File: config.mk
export PLATFORM = sky130hd
export DESIGN_NAME = sliding_window_frame_buffer_core
export DESIGN_NICKNAME = d
export VERILOG_FILES = /design/src/rtl/swfb_pkg.sv /design/src/rtl/swfb_front.sv /design/src/rtl/swfb_queue.sv /design/src/rtl/swfb_back.sv /design/src/rtl/sliding_window_frame_buffer_core.sv
export SDC_FILE = /design/constraint.sdc
export NUM_CORES = 1
export LEC_CHECK = 0
export BUFFER_PORTS_ARGS = -buffer_cell sky130_fd_sc_hd__buf_4
export CORE_AREA = 2 2 213 215
export CTS_BUF_LIST = sky130_fd_sc_hd__clkbuf_8
export DETAILED_ROUTE_END_ITERATION = 16
export DIE_AREA = 0 0 215 217
export PLACE_DENSITY = 0.52
export SETUP_SLACK_MARGIN = 0.02
export SLEW_MARGIN = 10
export SYNTH_ARGS = -nofsm -noshare
export SYNTH_HDL_FRONTEND = slang
export SYNTH_HIERARCHICAL = 1
export SYNTH_SLANG_ARGS = --single-unit
export TNS_END_PERCENT = 20
File: constraint.sdc
create_clock -name clk -period 17.6 [get_ports clk]
set_input_delay 5.28 -clock clk [delete_from_list [all_inputs] [get_ports clk]]
set_output_delay 5.28 -clock clk [all_outputs]
set_load 0.01 [all_outputs]
File: src/rtl/swfb_pkg.sv
package swfb_pkg;

  localparam int SEQ_BITS       = 3;
  localparam int PAYLOAD_BITS   = 32;
  localparam int SEQ_SPACE      = 1 << SEQ_BITS;
  localparam int CMD_BITS       = 3;
  localparam int CFG_BITS       = 3;
  localparam int IN_TDATA_BITS  = 40;
  localparam int OUT_TDATA_BITS = 48;
  localparam int QUEUE_DEPTH    = 2;
  localparam int QUEUE_AW       = (QUEUE_DEPTH > 1) ? $clog2(QUEUE_DEPTH) : 1;
  localparam int QUEUE_CW       = $clog2(QUEUE_DEPTH + 1);

  typedef logic [SEQ_BITS-1:0]     seq_t;
  typedef logic [PAYLOAD_BITS-1:0] payload_t;
  typedef logic [CMD_BITS-1:0]     cmd_t;

  localparam cmd_t CMD_STORE     = 3'd0;
  localparam cmd_t CMD_ACK       = 3'd1;
  localparam cmd_t CMD_SLIDE_CNT = 3'd2;
  localparam cmd_t CMD_SLIDE_WIN = 3'd3;
  localparam cmd_t CMD_SCAN      = 3'd4;

  localparam logic [CFG_BITS-1:0] WINDOW_SIZE_RESET = 3'd4;

  typedef enum logic [2:0] {
    OP_STORE,
    OP_ACK,
    OP_SLIDE,
    OP_SCAN,
    OP_NOP
  } op_t;

  typedef struct packed {
    op_t      op;
    seq_t     seq;
    payload_t data;
    seq_t     amount;
  } job_t;

  typedef struct packed {
    logic     accepted;
    logic     in_window;
    logic     is_first;
    logic     is_last;
    seq_t     window_start;
    logic     out_valid;
    seq_t     out_seq;
    payload_t out_data;
    logic     last;
  } result_t;

  typedef enum logic {
    BK_IDLE,
    BK_SCAN
  } back_state_t;

endpackage

File: src/rtl/swfb_front.sv
module swfb_front (
  input  logic                                s_axis_tvalid,
  output logic                                s_axis_tready,
  // [2:0] seq_num, [34:3] frame_data, [37:35] slide_count
  input  logic [swfb_pkg::IN_TDATA_BITS-1:0]  s_axis_tdata,
  // [2:0] cmd
  input  logic [swfb_pkg::CMD_BITS-1:0]       s_axis_tuser,
  input  swfb_pkg::seq_t                      window_size,
  output logic                                job_valid,
  input  logic                                job_ready,
  output swfb_pkg::job_t                      job
);
  import swfb_pkg::*;

  assign job_valid     = s_axis_tvalid;
  assign s_axis_tready = job_ready;

  // classify the command; both slides become one advance by an amount
  always_comb begin
    job.seq    = seq_t'(s_axis_tdata[2:0]);
    job.data   = payload_t'(s_axis_tdata[34:3]);
    job.amount = '0;
    unique case (s_axis_tuser)
      CMD_STORE: job.op = OP_STORE;
      CMD_ACK: job.op = OP_ACK;
      CMD_SLIDE_CNT: begin
        job.op     = OP_SLIDE;
        job.amount = seq_t'(s_axis_tdata[37:35]);
      end
      CMD_SLIDE_WIN: begin
        job.op     = OP_SLIDE;
        job.amount = window_size;
      end
      CMD_SCAN: job.op = OP_SCAN;
      default: job.op = OP_NOP;
    endcase
  end

endmodule

File: src/rtl/swfb_queue.sv
module swfb_queue (
  input  logic           clk,
  input  logic           rst,
  input  logic           push_valid,
  output logic           push_ready,
  input  swfb_pkg::job_t push_job,
  output logic           pop_valid,
  input  logic           pop_ready,
  output swfb_pkg::job_t pop_job
);
  import swfb_pkg::*;

  job_t                entries [QUEUE_DEPTH];
  logic [QUEUE_AW-1:0] wr_ptr;
  logic [QUEUE_AW-1:0] rd_ptr;
  logic [QUEUE_CW-1:0] count;
  logic                push;
  logic                pop;

  assign push_ready = (count != QUEUE_CW'(QUEUE_DEPTH));
  assign pop_valid  = (count != '0);
  assign push       = push_valid && push_ready;
  assign pop        = pop_valid && pop_ready;
  assign pop_job    = entries[rd_ptr];

  always_ff @(posedge clk) begin
    if (rst) begin
      wr_ptr <= '0;
      rd_ptr <= '0;
      count  <= '0;
    end else begin
      if (push) begin
        wr_ptr <= (wr_ptr == QUEUE_AW'(QUEUE_DEPTH - 1)) ? '0 : wr_ptr + 1'b1;
      end
      if (pop) begin
        rd_ptr <= (rd_ptr == QUEUE_AW'(QUEUE_DEPTH - 1)) ? '0 : rd_ptr + 1'b1;
      end
      if (push && !pop) begin
        count <= count + 1'b1;
      end else if (pop && !push) begin
        count <= count - 1'b1;
      end
    end
  end

  always_ff @(posedge clk) begin
    if (push) begin
      entries[wr_ptr] <= push_job;
    end
  end

endmodule

File: src/rtl/swfb_back.sv
module swfb_back (
  input  logic              clk,
  input  logic              rst,
  input  swfb_pkg::seq_t    window_size,
  input  logic              job_valid,
  output logic              job_ready,
  input  swfb_pkg::job_t    job,
  output logic              res_valid,
  input  logic              res_ready,
  output swfb_pkg::result_t result
);
  import swfb_pkg::*;

  back_state_t          state;
  back_state_t          state_next;
  seq_t                 start_seq;
  logic [SEQ_SPACE-1:0] pending;
  payload_t             payload [SEQ_SPACE];
  seq_t                 scan_k;
  seq_t                 scan_seq;
  logic [SEQ_SPACE-1:0] remaining;
  logic [SEQ_SPACE-1:0] rem_after;
  logic [SEQ_SPACE-1:0] scan_mask;
  seq_t                 scan_idx;
  logic                 out_free;
  logic                 take;
  logic                 emit;
  logic                 do_store;
  logic                 do_ack;
  logic                 do_slide;
  logic                 scan_load;
  logic                 scan_step;
  result_t              result_next;

  function automatic result_t window_fields(seq_t seq, seq_t start, seq_t ws);
    result_t r;
    seq_t    offs;
    seq_t    final_seq;
    r            = '0;
    offs         = seq - start;
    final_seq    = start + ws - seq_t'(1);
    r.in_window  = (offs < ws);
    r.is_first   = (seq == start);
    r.is_last    = (seq == final_seq);
    r.window_start = start;
    return r;
  endfunction

  assign out_free = !res_valid || res_ready;
  assign take     = job_valid && out_free;
  assign scan_idx = start_seq + scan_k;

  // pending slots inside the window, rotated so bit k is start_seq + k
  always_comb begin
    for (int k = 0; k < SEQ_SPACE; k++) begin
      scan_mask[k] = pending[seq_t'(start_seq + seq_t'(k))] && (seq_t'(k) < window_size);
    end
  end

  always_comb begin
    rem_after         = remaining;
    rem_after[scan_k] = 1'b0;
  end

  always_comb begin
    state_next = state;
    unique case (state)
      BK_IDLE: begin
        if (take && job.op == OP_SCAN && scan_mask != '0) begin
          state_next = BK_SCAN;
        end
      end
      BK_SCAN: begin
        if (remaining[scan_k] && out_free && rem_after == '0) begin
          state_next = BK_IDLE;
        end
      end
      default: state_next = BK_IDLE;
    endcase
  end

  always_comb begin
    job_ready   = 1'b0;
    emit        = 1'b0;
    do_store    = 1'b0;
    do_ack      = 1'b0;
    do_slide    = 1'b0;
    scan_load   = 1'b0;
    scan_step   = 1'b0;
    result_next = '0;
    unique case (state)
      BK_IDLE: begin
        job_ready = out_free;
        if (take) begin
          if (job.op == OP_SLIDE) begin
            result_next = window_fields(job.seq, start_seq + job.amount, window_size);
          end else begin
            result_next = window_fields(job.seq, start_seq, window_size);
          end
          result_next.last = 1'b1;
          unique case (job.op)
            OP_STORE: begin
              emit     = 1'b1;
              do_store = result_next.in_window && !pending[job.seq];
              result_next.accepted = do_store;
            end
            OP_ACK: begin
              emit   = 1'b1;
              do_ack = 1'b1;
            end
            OP_SLIDE: begin
              emit     = 1'b1;
              do_slide = 1'b1;
            end
            OP_SCAN: begin
              // nothing pending: report one empty result
              if (scan_mask == '0) begin
                emit = 1'b1;
              end else begin
                scan_load = 1'b1;
              end
            end
            default: emit = 1'b1;
          endcase
        end
      end
      BK_SCAN: begin
        if (remaining[scan_k]) begin
          if (out_free) begin
            emit      = 1'b1;
            scan_step = 1'b1;
            result_next           = window_fields(scan_seq, start_seq, window_size);
            result_next.out_valid = 1'b1;
            result_next.out_seq   = scan_idx;
            result_next.out_data  = payload[scan_idx];
            result_next.last      = (rem_after == '0);
          end
        end else begin
          scan_step = 1'b1;
        end
      end
      default: ;
    endcase
  end

  always_ff @(posedge clk) begin
    if (rst) begin
      state     <= BK_IDLE;
      start_seq <= '0;
      pending   <= '0;
      res_valid <= 1'b0;
      remaining <= '0;
      scan_k    <= '0;
    end else begin
      state <= state_next;
      if (emit) begin
        res_valid <= 1'b1;
      end else if (res_ready) begin
        res_valid <= 1'b0;
      end
      if (do_store) begin
        pending[job.seq] <= 1'b1;
      end
      if (do_ack) begin
        pending[job.seq] <= 1'b0;
      end
      if (do_slide) begin
        start_seq <= start_seq + job.amount;
      end
      if (scan_load) begin
        remaining <= scan_mask;
        scan_k    <= '0;
      end else if (scan_step) begin
        remaining <= rem_after;
        scan_k    <= scan_k + seq_t'(1);
      end
    end
  end

  always_ff @(posedge clk) begin
    if (emit) begin
      result <= result_next;
    end
    if (scan_load) begin
      scan_seq <= job.seq;
    end
    if (do_store) begin
      payload[job.seq] <= job.data;
    end
  end

endmodule

File: src/rtl/sliding_window_frame_buffer_core.sv
// A one-result item is held in the queue entry and then in the result register; a
// scan frame passes the queue entry, the scan registers and the result register.
// Store, acknowledge, slide and other commands each give one result when taken.
// A scan with nothing pending gives one empty result; else it blocks new commands
// and walks one slot per cycle, stalling at a pending slot while output is held.
// Reset (rst, synchronous): window start 0, all slots free, queue empty, size 4.
module sliding_window_frame_buffer_core (
  input  logic                                 clk,
  input  logic                                 rst,
  input  logic                                 cfg_wr_en,
  input  logic [swfb_pkg::CFG_BITS-1:0]        cfg_wr_data,
  input  logic                                 s_axis_tvalid,
  output logic                                 s_axis_tready,
  // [2:0] seq_num, [34:3] frame_data, [37:35] slide_count, [39:38] zero
  input  logic [swfb_pkg::IN_TDATA_BITS-1:0]   s_axis_tdata,
  // [2:0] cmd
  input  logic [swfb_pkg::CMD_BITS-1:0]        s_axis_tuser,
  output logic                                 m_axis_tvalid,
  input  logic                                 m_axis_tready,
  // [0] accepted, [1] in_window, [2] is_first, [3] is_last, [6:4] window_start,
  // [9:7] out_seq, [41:10] out_data, [47:42] zero
  output logic [swfb_pkg::OUT_TDATA_BITS-1:0]  m_axis_tdata,
  // [0] out_valid
  output logic                                 m_axis_tuser,
  output logic                                 m_axis_tlast
);
  import swfb_pkg::*;

  localparam int OUT_USED = 4 + 2 * SEQ_BITS + PAYLOAD_BITS;

  seq_t    window_size;
  job_t    front_job;
  job_t    back_job;
  logic    front_valid;
  logic    front_ready;
  logic    back_valid;
  logic    back_ready;
  result_t result;

  always_ff @(posedge clk) begin
    if (rst) begin
      window_size <= seq_t'(WINDOW_SIZE_RESET);
    end else if (cfg_wr_en) begin
      window_size <= seq_t'(cfg_wr_data);
    end
  end

  swfb_front u_front (
    .s_axis_tvalid (s_axis_tvalid),
    .s_axis_tready (s_axis_tready),
    .s_axis_tdata  (s_axis_tdata),
    .s_axis_tuser  (s_axis_tuser),
    .window_size   (window_size),
    .job_valid     (front_valid),
    .job_ready     (front_ready),
    .job           (front_job)
  );

  swfb_queue u_queue (
    .clk        (clk),
    .rst        (rst),
    .push_valid (front_valid),
    .push_ready (front_ready),
    .push_job   (front_job),
    .pop_valid  (back_valid),
    .pop_ready  (back_ready),
    .pop_job    (back_job)
  );

  swfb_back u_back (
    .clk         (clk),
    .rst         (rst),
    .window_size (window_size),
    .job_valid   (back_valid),
    .job_ready   (back_ready),
    .job         (back_job),
    .res_valid   (m_axis_tvalid),
    .res_ready   (m_axis_tready),
    .result      (result)
  );

  assign m_axis_tdata = {{(OUT_TDATA_BITS - OUT_USED){1'b0}},
                         result.out_data, result.out_seq, result.window_start,
                         result.is_last, result.is_first, result.in_window,
                         result.accepted};
  assign m_axis_tuser = result.out_valid;
  assign m_axis_tlast = result.last;

  // only a store can be accepted, and a scan result never is a store
  assert property (@(posedge clk) disable iff (rst)
    m_axis_tvalid && m_axis_tuser |-> !m_axis_tdata[0])
    else $error("frame report flagged as accepted store");

  // every result that is not the final one of its item is a frame report
  assert property (@(posedge clk) disable iff (rst)
    m_axis_tvalid && !m_axis_tlast |-> m_axis_tuser)
    else $error("non-final result without a frame");

endmodule
==> flow_summary.yaml, run 1 <==
outcome:
  outcome: "complete, no violations"
clocking:
  insertion_delay_ns: 0.64
  numCtsBuffers: 71
  htree_levels: 3
  cts_resized: 0
  clockBufferDepth: 3
  cts_root_buffer: "clkbuf_8"
  post_cts_buffers: 0
  clkTransAtPathRegs_ns: 0.06
  cts.hold.buffers_added: 0
  cts.sinks: 417
  cts_tree: "done"
power_and_ir_drop:
  leakage_nw: 6.772
  p_sw_frac: 0.2877
  power.share.clock: 0.314
  p_sw_mw: 0.7676
  p_per_area_nw_per_um2: 133.3
  seqPwrFrac: 0.485
  combPwrFrac: 0.201
  ir_worst_vdd_uv: 52.22
  internal_power_mw: 1.901
logic_synthesis:
  syn_area_um2: 17550
  synth-edff-count: 385
  synth_common_cells: "edfxtp_1 (385), nand2_1 (88), mux4_2 (67)"
  async_reset_ff_frac: 0
  synth_most_common_cell: "edfxtp_1"
  synth.distinct_cells: 71
  ys_ff_latch: 417
  yosysWarnings: 6
  synthCells: 1052
  synth_area_leaders: "edfxtp_1 (66%), mux4_2 (8.6%), dfxtp_1 (3.7%), mux2_2 (2.6%), nand2_1 (1.9%)"
  synth_top_area_share: 0.6588
  synth_flop_cell: "edfxtp_1"
  ys_seq_area_frac: 0.6953
  syn_avg_cell_area_um2: 16.68
  yosysTopAreaCell: "edfxtp_1"
timing:
  report.final.hold_viol_count: 0
  drv_slew: 0
  fin_ws_ns: 10.03
  period_minus_slack_ns: 7.570
  fmax_mhz: 132.1
  tightest_slew_ns: 1.168
  skew_ns: 0.02994
  period_share: 0.4301
  finalSetupTns_ns: 0
  rsz0062_at_grt: "false"
  worst_slew_margin_rel: 0.2173
  setup_viol: 0
finish:
  fin_nets: 1223
  drive_gt1_frac: 0.2795
  multi_input_area_um2: 4806
  n_fill_cell: 4012
  seq_area_um2: 12200
  areaGrowthSynthToFinish_pct: 14.10
global_routing:
  antenna_found_initial: 0
  use_met2: 0.2665
  busiest_layer: "met2"
  grt_pass1_vias: 9641
  grt_use_met1: 0.2178
  grt_overflow_total: 0
  globalRouteMet3Util: 0.03270
  grt_usage: 0.1640
  grt_max_degree: 66
  grt_pass1_wl_um: 57490
die:
  die_h_um: 217
  core_um2: 44700
  top_level_ports: 103
  num_rows: 78
  dieArea_um2: 46660
  dieWidth_um: 215
  start_util: 0.3926
drt:
  ant_nets: 0
  vias_per_cell: 5.133
  routed_wirelength_um: 37720
  dr.pass1.iters: 5
  wl_per_cell_um: 20.92
  drc: 0
  vias: 9254
  drt_iter0_markers: 496
worst_setup_path:
  cp_max_fo: 33
  cp-start-kind: "input port"
  crit_arrival_ns: 7.80
  critPathRequiredTime_ns: 17.83
  worst_setup_path_end_kind: "flip-flop"
  criticalPathCategory: "in -> reg"
placed_design:
  gp_congestion: 0.7602
  portBuffers: 94
  pre_cts_slack_ns: 9.372
  dp_hpwl_um: 20820
job:
  cap_violations: 0
hold_path:
  hp-class: "reg -> reg"
-- layer usage --
metal / routed length [um] / part of all wire
met1: 17070 / 0.45
met2: 17990 / 0.48
met3: 1744 / 0.046
met4: 918 / 0.024
met5: 0 / 0
-- power groups by stage --
stage	clock network [mW]	logic (mW)	registers, mW
finish	0.838	0.535	1.29
floorplan	0	0.337	1.32
detailed placement	0	0.547	1.32
global route	0.909	0.592	1.30
global placement	0	0.541	1.32
CTS	0.869	0.550	1.30
-- worst paths after layout --
kind                       start               endpoint  slack [ns]  depth (start not counted)
max reg2reg            flip-flop  u_back/payload[5][24]       11.96                         13
min          u_back/remaining[7]    u_back/remaining[7]        0.48                          2
min reg2reg  u_back/remaining[7]    u_back/remaining[7]        0.48                          2
max                m_axis_tready  u_back/payload[5][24]       10.03                          5
-- flip-flops by register name (all words and copies together), names as in the netlist, 2 cells and up, named ones only --
name,flops
u_back/payload,256
u_back/pending,8
window_size,3
u_back/start_seq,3
u_queue/count,2
u_back/scan_k,3
u_queue/entries,82
u_back/result,44
u_back/remaining,8
u_back/scan_seq,3
-- through the flow --
stage	power (mW)	cell area (um^2)	utilization	instances	hold slack, ns
finish	2.668	20020	0.4480	1803	0.4771
global route	2.805	20020	0.4479	1802	0.5118
CTS	2.716	20020	0.4479	1802	0.4727
detailed placement	1.865	18660	0.4174	1672	0.4602
global placement	1.857	18660	0.4174	1672	0.4612
floorplan	1.655	17570	-	1057	0.4421
-- final cells by class --
class,count,share of cell area
Sequential cell,417,0.6094
Timing Repair Buffer,108,0.04049
Clock inverter,59,0.01931
Tap cell,600,0.03749
Inverter,23,0.004312
Multi-Input combinational cell,524,0.2400
Clock buffer,71,0.04880
Antenna cell,1,0.0001250
-- critical path: stages --
cell      delay [ns]
buf_4           0.08
nand2b_1        0.20
nand3_1         0.51
nor3_1          0.65
and3_2          1.05
-- kinds of logic (layout without fill, tap and decap cells) --
logic type / Yosys count / in the layout / synth area share
xor gates and xnor gates: 31 / 31 / 0.01547
muxes: 133 / 133 / 0.1271
AOI/OAI and AO/OA: 131 / 131 / 0.05055
other: 1 / 7 / 0.0002137
and+or+nand+nor: 196 / 196 / 0.05476
buffers and inverters: 116 / 261 / 0.03558
adders and majority gates: 27 / 27 / 0.02096
DFF: 417 / 417 / 0.6953
-- cells in the final DEF (no fill, tap or decap), types with 4 or more instances in the layout --
cell and n:
a31oi_1 5, mux4_2 67, nand4_1 5, o21ai_0 17
mux2_1 5, and3_2 5, mux2_2 40, bufinv_16 4
edfxtp_1 385, and2_1 5, clkinv_2 5, o21a_1 9
and3_1 4, clkbuf_8 71, nand2b_1 7, nor2b_1 14
buf_4 108, conb_1 6, ha_1 22, nor2_1 28
inv_1 47, mux2i_1 20, dfxtp_1 31, nand3_1 8
a32oi_1 7, nor3_1 9, nand2_1 88, a21oi_1 49
clkinv_1 16, o2bb2ai_1 4, xor2_1 12, xnor2_1 17
a21boi_0 5
Power figures use the tool's default switching activity.
==> inputs of run 2 (changes only) <==
==> constraint.sdc (replaced) <==
create_clock -name clk -period 7.52 [get_ports clk]
set_input_delay 2.256 -clock clk [delete_from_list [all_inputs] [get_ports clk]]
set_output_delay 2.256 -clock clk [all_outputs]
set_load 0.01 [all_outputs]
==> run 2 against run 1 <==
  * Highest routed layer unchanged
  * Via count fell by 0.62%
  * Register-to-register slack got worse by 9.6 ns
  * Sequential share of layout area up 0.24 points
==> flow_summary.yaml, run 2 (synthesized netlist as in run 1, its figures left out) <==
outcome:
  outcome: "complete, no violations"
worst_setup_path:
  cp-start-kind: "flip-flop"
  worst_setup_path_end_kind: "flip-flop"
  reg2regPathDepth: 12
  critPathRequiredTime_ns: 7.75
  r2r_setup_slack_ns: 2.40
  crit_arrival_ns: 5.36
  criticalPathCategory: "reg -> reg"
  reg2reg_to: "u_back/payload[3][29]"
  cp_max_fo: 33
finish:
  regMostFlops: "u_back/payload"
  reg_top3: "u_back/payload: 256 flops, u_queue/entries: 82 flops, u_back/result: 44 flops"
  areaGrowthSynthToFinish_pct: 13.66
  stdcell_count: 1798
  fin_nets: 1220
  final_common_cell: "edfxtp_1"
  drive_gt1_frac: 0.2807
  n_fill_cell: 4008
  final_area_um2: 19950
  largest_register_ffs: 256
  final_cell_mix: "edfxtp_1 (385), buf_4 (105), nand2_1 (88), clkbuf_8 (71), mux4_2 (67)"
die:
  die_h_um: 217
  dieWidth_um: 215
  num_rows: 78
  start_util: 0.3926
  core_um2: 44700
  top_level_ports: 103
  dieArea_um2: 46660
job:
  cap_violations: 0
timing:
  period_share: 0.6811
  fin_ws_ns: 2.398
  tightest_slew_ns: 1.110
  finalSetupTns_ns: 0
  fmax_mhz: 195.2
  period_minus_slack_ns: 5.122
  report.final.hold_viol_count: 0
  worst_slew_margin_rel: 0.2601
  setup_viol: 0
  drv_slew: 0
  skew_ns: 0.02810
  rsz0062_at_grt: "false"
drt:
  routed_wirelength_um: 36970
  vias: 9197
  vias_per_cell: 5.115
  ant_nets: 0
  wl_per_cell_um: 20.56
  drt_iter0_markers: 606
  dr.pass1.iters: 4
  drc: 0
hold_path:
  hold_end: "u_back/remaining[7]"
  min_from: "u_back/remaining[7]"
  hold_depth: 2
  hp-class: "reg -> reg"
global_routing:
  grt_max_degree: 42
  grt_pass1_vias: 9542
  grt_usage: 0.1612
  grt_overflow_total: 0
  grt_pass1_wl_um: 56550
  antenna_found_initial: 0
power_and_ir_drop:
  leakage_nw: 6.736
  ir_worst_vdd_uv: 126.5
  p_per_area_nw_per_um2: 307.9
placed_design:
  placed_cell_area_um2: 18630
  placed_cells: 1669
  pre_cts_slack_ns: 2.342
  gp_congestion: 0.7948
  dp_hpwl_um: 21100
  portBuffers: 94
clocking:
  numCtsBuffers: 71
  cts.sinks: 417
  cts_root_buffer: "clkbuf_8"
  post_cts_buffers: 0
  insertion_delay_ns: 0.64
  clockBufferDepth: 3
  cts_tree: "done"
  htree_levels: 3
  cts.hold.buffers_added: 0
  cts_resized: 0
  clkTransAtPathRegs_ns: 0.06
## run 2: cell count changes in the layout (fill, tap and decap cells not counted), sizes merged
cell	change
buf	-3
bufinv	-2
clkinv	+2
clkinvlp	-1
inv	-1
## run 2: cell type report
class | count | area, um^2 | share of cell area
repair buffers | 105 | 788.3 | 0.03952
clock inverters | 57 | 331.6 | 0.01662
flip-flops and latches | 417 | 12200 | 0.6118
diodes | 1 | 2.502 | 0.0001255
multi-input cells | 524 | 4806 | 0.2410
inverters | 23 | 86.33 | 0.004328
clock buffers | 71 | 977.2 | 0.04899
well taps | 600 | 750.7 | 0.03764
## run 2: worst max-delay path by stage
stage	from	to	slack, ns
4_1_cts	flip-flop	u_back/payload[3][31]	2.32
2_1_floorplan	m_axis_tready	u_back/result[0]	1.17
3_5_place_dp	flip-flop	u_back/payload[3][19]	2.34
3_3_place_gp	flip-flop	u_back/payload[7][14]	2.39
5_1_grt	flip-flop	u_back/payload[7][18]	2.10
6_report	flip-flop	u_back/payload[3][29]	2.40
## run 2: report_power, final
part / internal (mW) / total, mW / leakage, nW / switching, mW
Sequential: 2.93 / 3.03 / 3.79 / 0.102
Clock: 0.968 / 1.89 / 0.761 / 0.921
Combinational: 0.485 / 1.22 / 2.18 / 0.740
Total: 4.38 / 6.14 / 6.74 / 1.76
## run 2: metrics by stage
stage	utilization	power [mW]	hold slack, ns
after CTS	0.4462	6.252	0.4781
after global placement	0.4169	4.310	0.4671
after detailed placement	0.4169	4.331	0.4654
after global routing	0.4462	6.472	0.5154
after floorplan	-	3.874	0.4421
final	0.4462	6.141	0.4789
## run 2: critical path, stage by stage, from the launching register on
cell and delay, ns:
dfxtp_2 0.78, mux2_2 0.41, ha_1 0.19, inv_1 0.06
fa_1 0.52, xor2_1 0.20, ha_1 0.33, ha_1 0.27
a21boi_0 0.12, o21ai_0 0.18, a32oi_1 0.17, nor4_1 0.46
and3_2 1.02
## run 2: layer usage
| layer | track usage | share of wire | vias to the layer above |
|---|---|---|---|
| met5 | 0 | 0 | - |
| met4 | 0.06299 | 0.024 | 0 |
| met1 | 0.2078 | 0.44 | 4699 |
| li1 | - | - | 4224 |
| met2 | 0.2683 | 0.49 | 214 |
| met3 | 0.03452 | 0.047 | 60 |
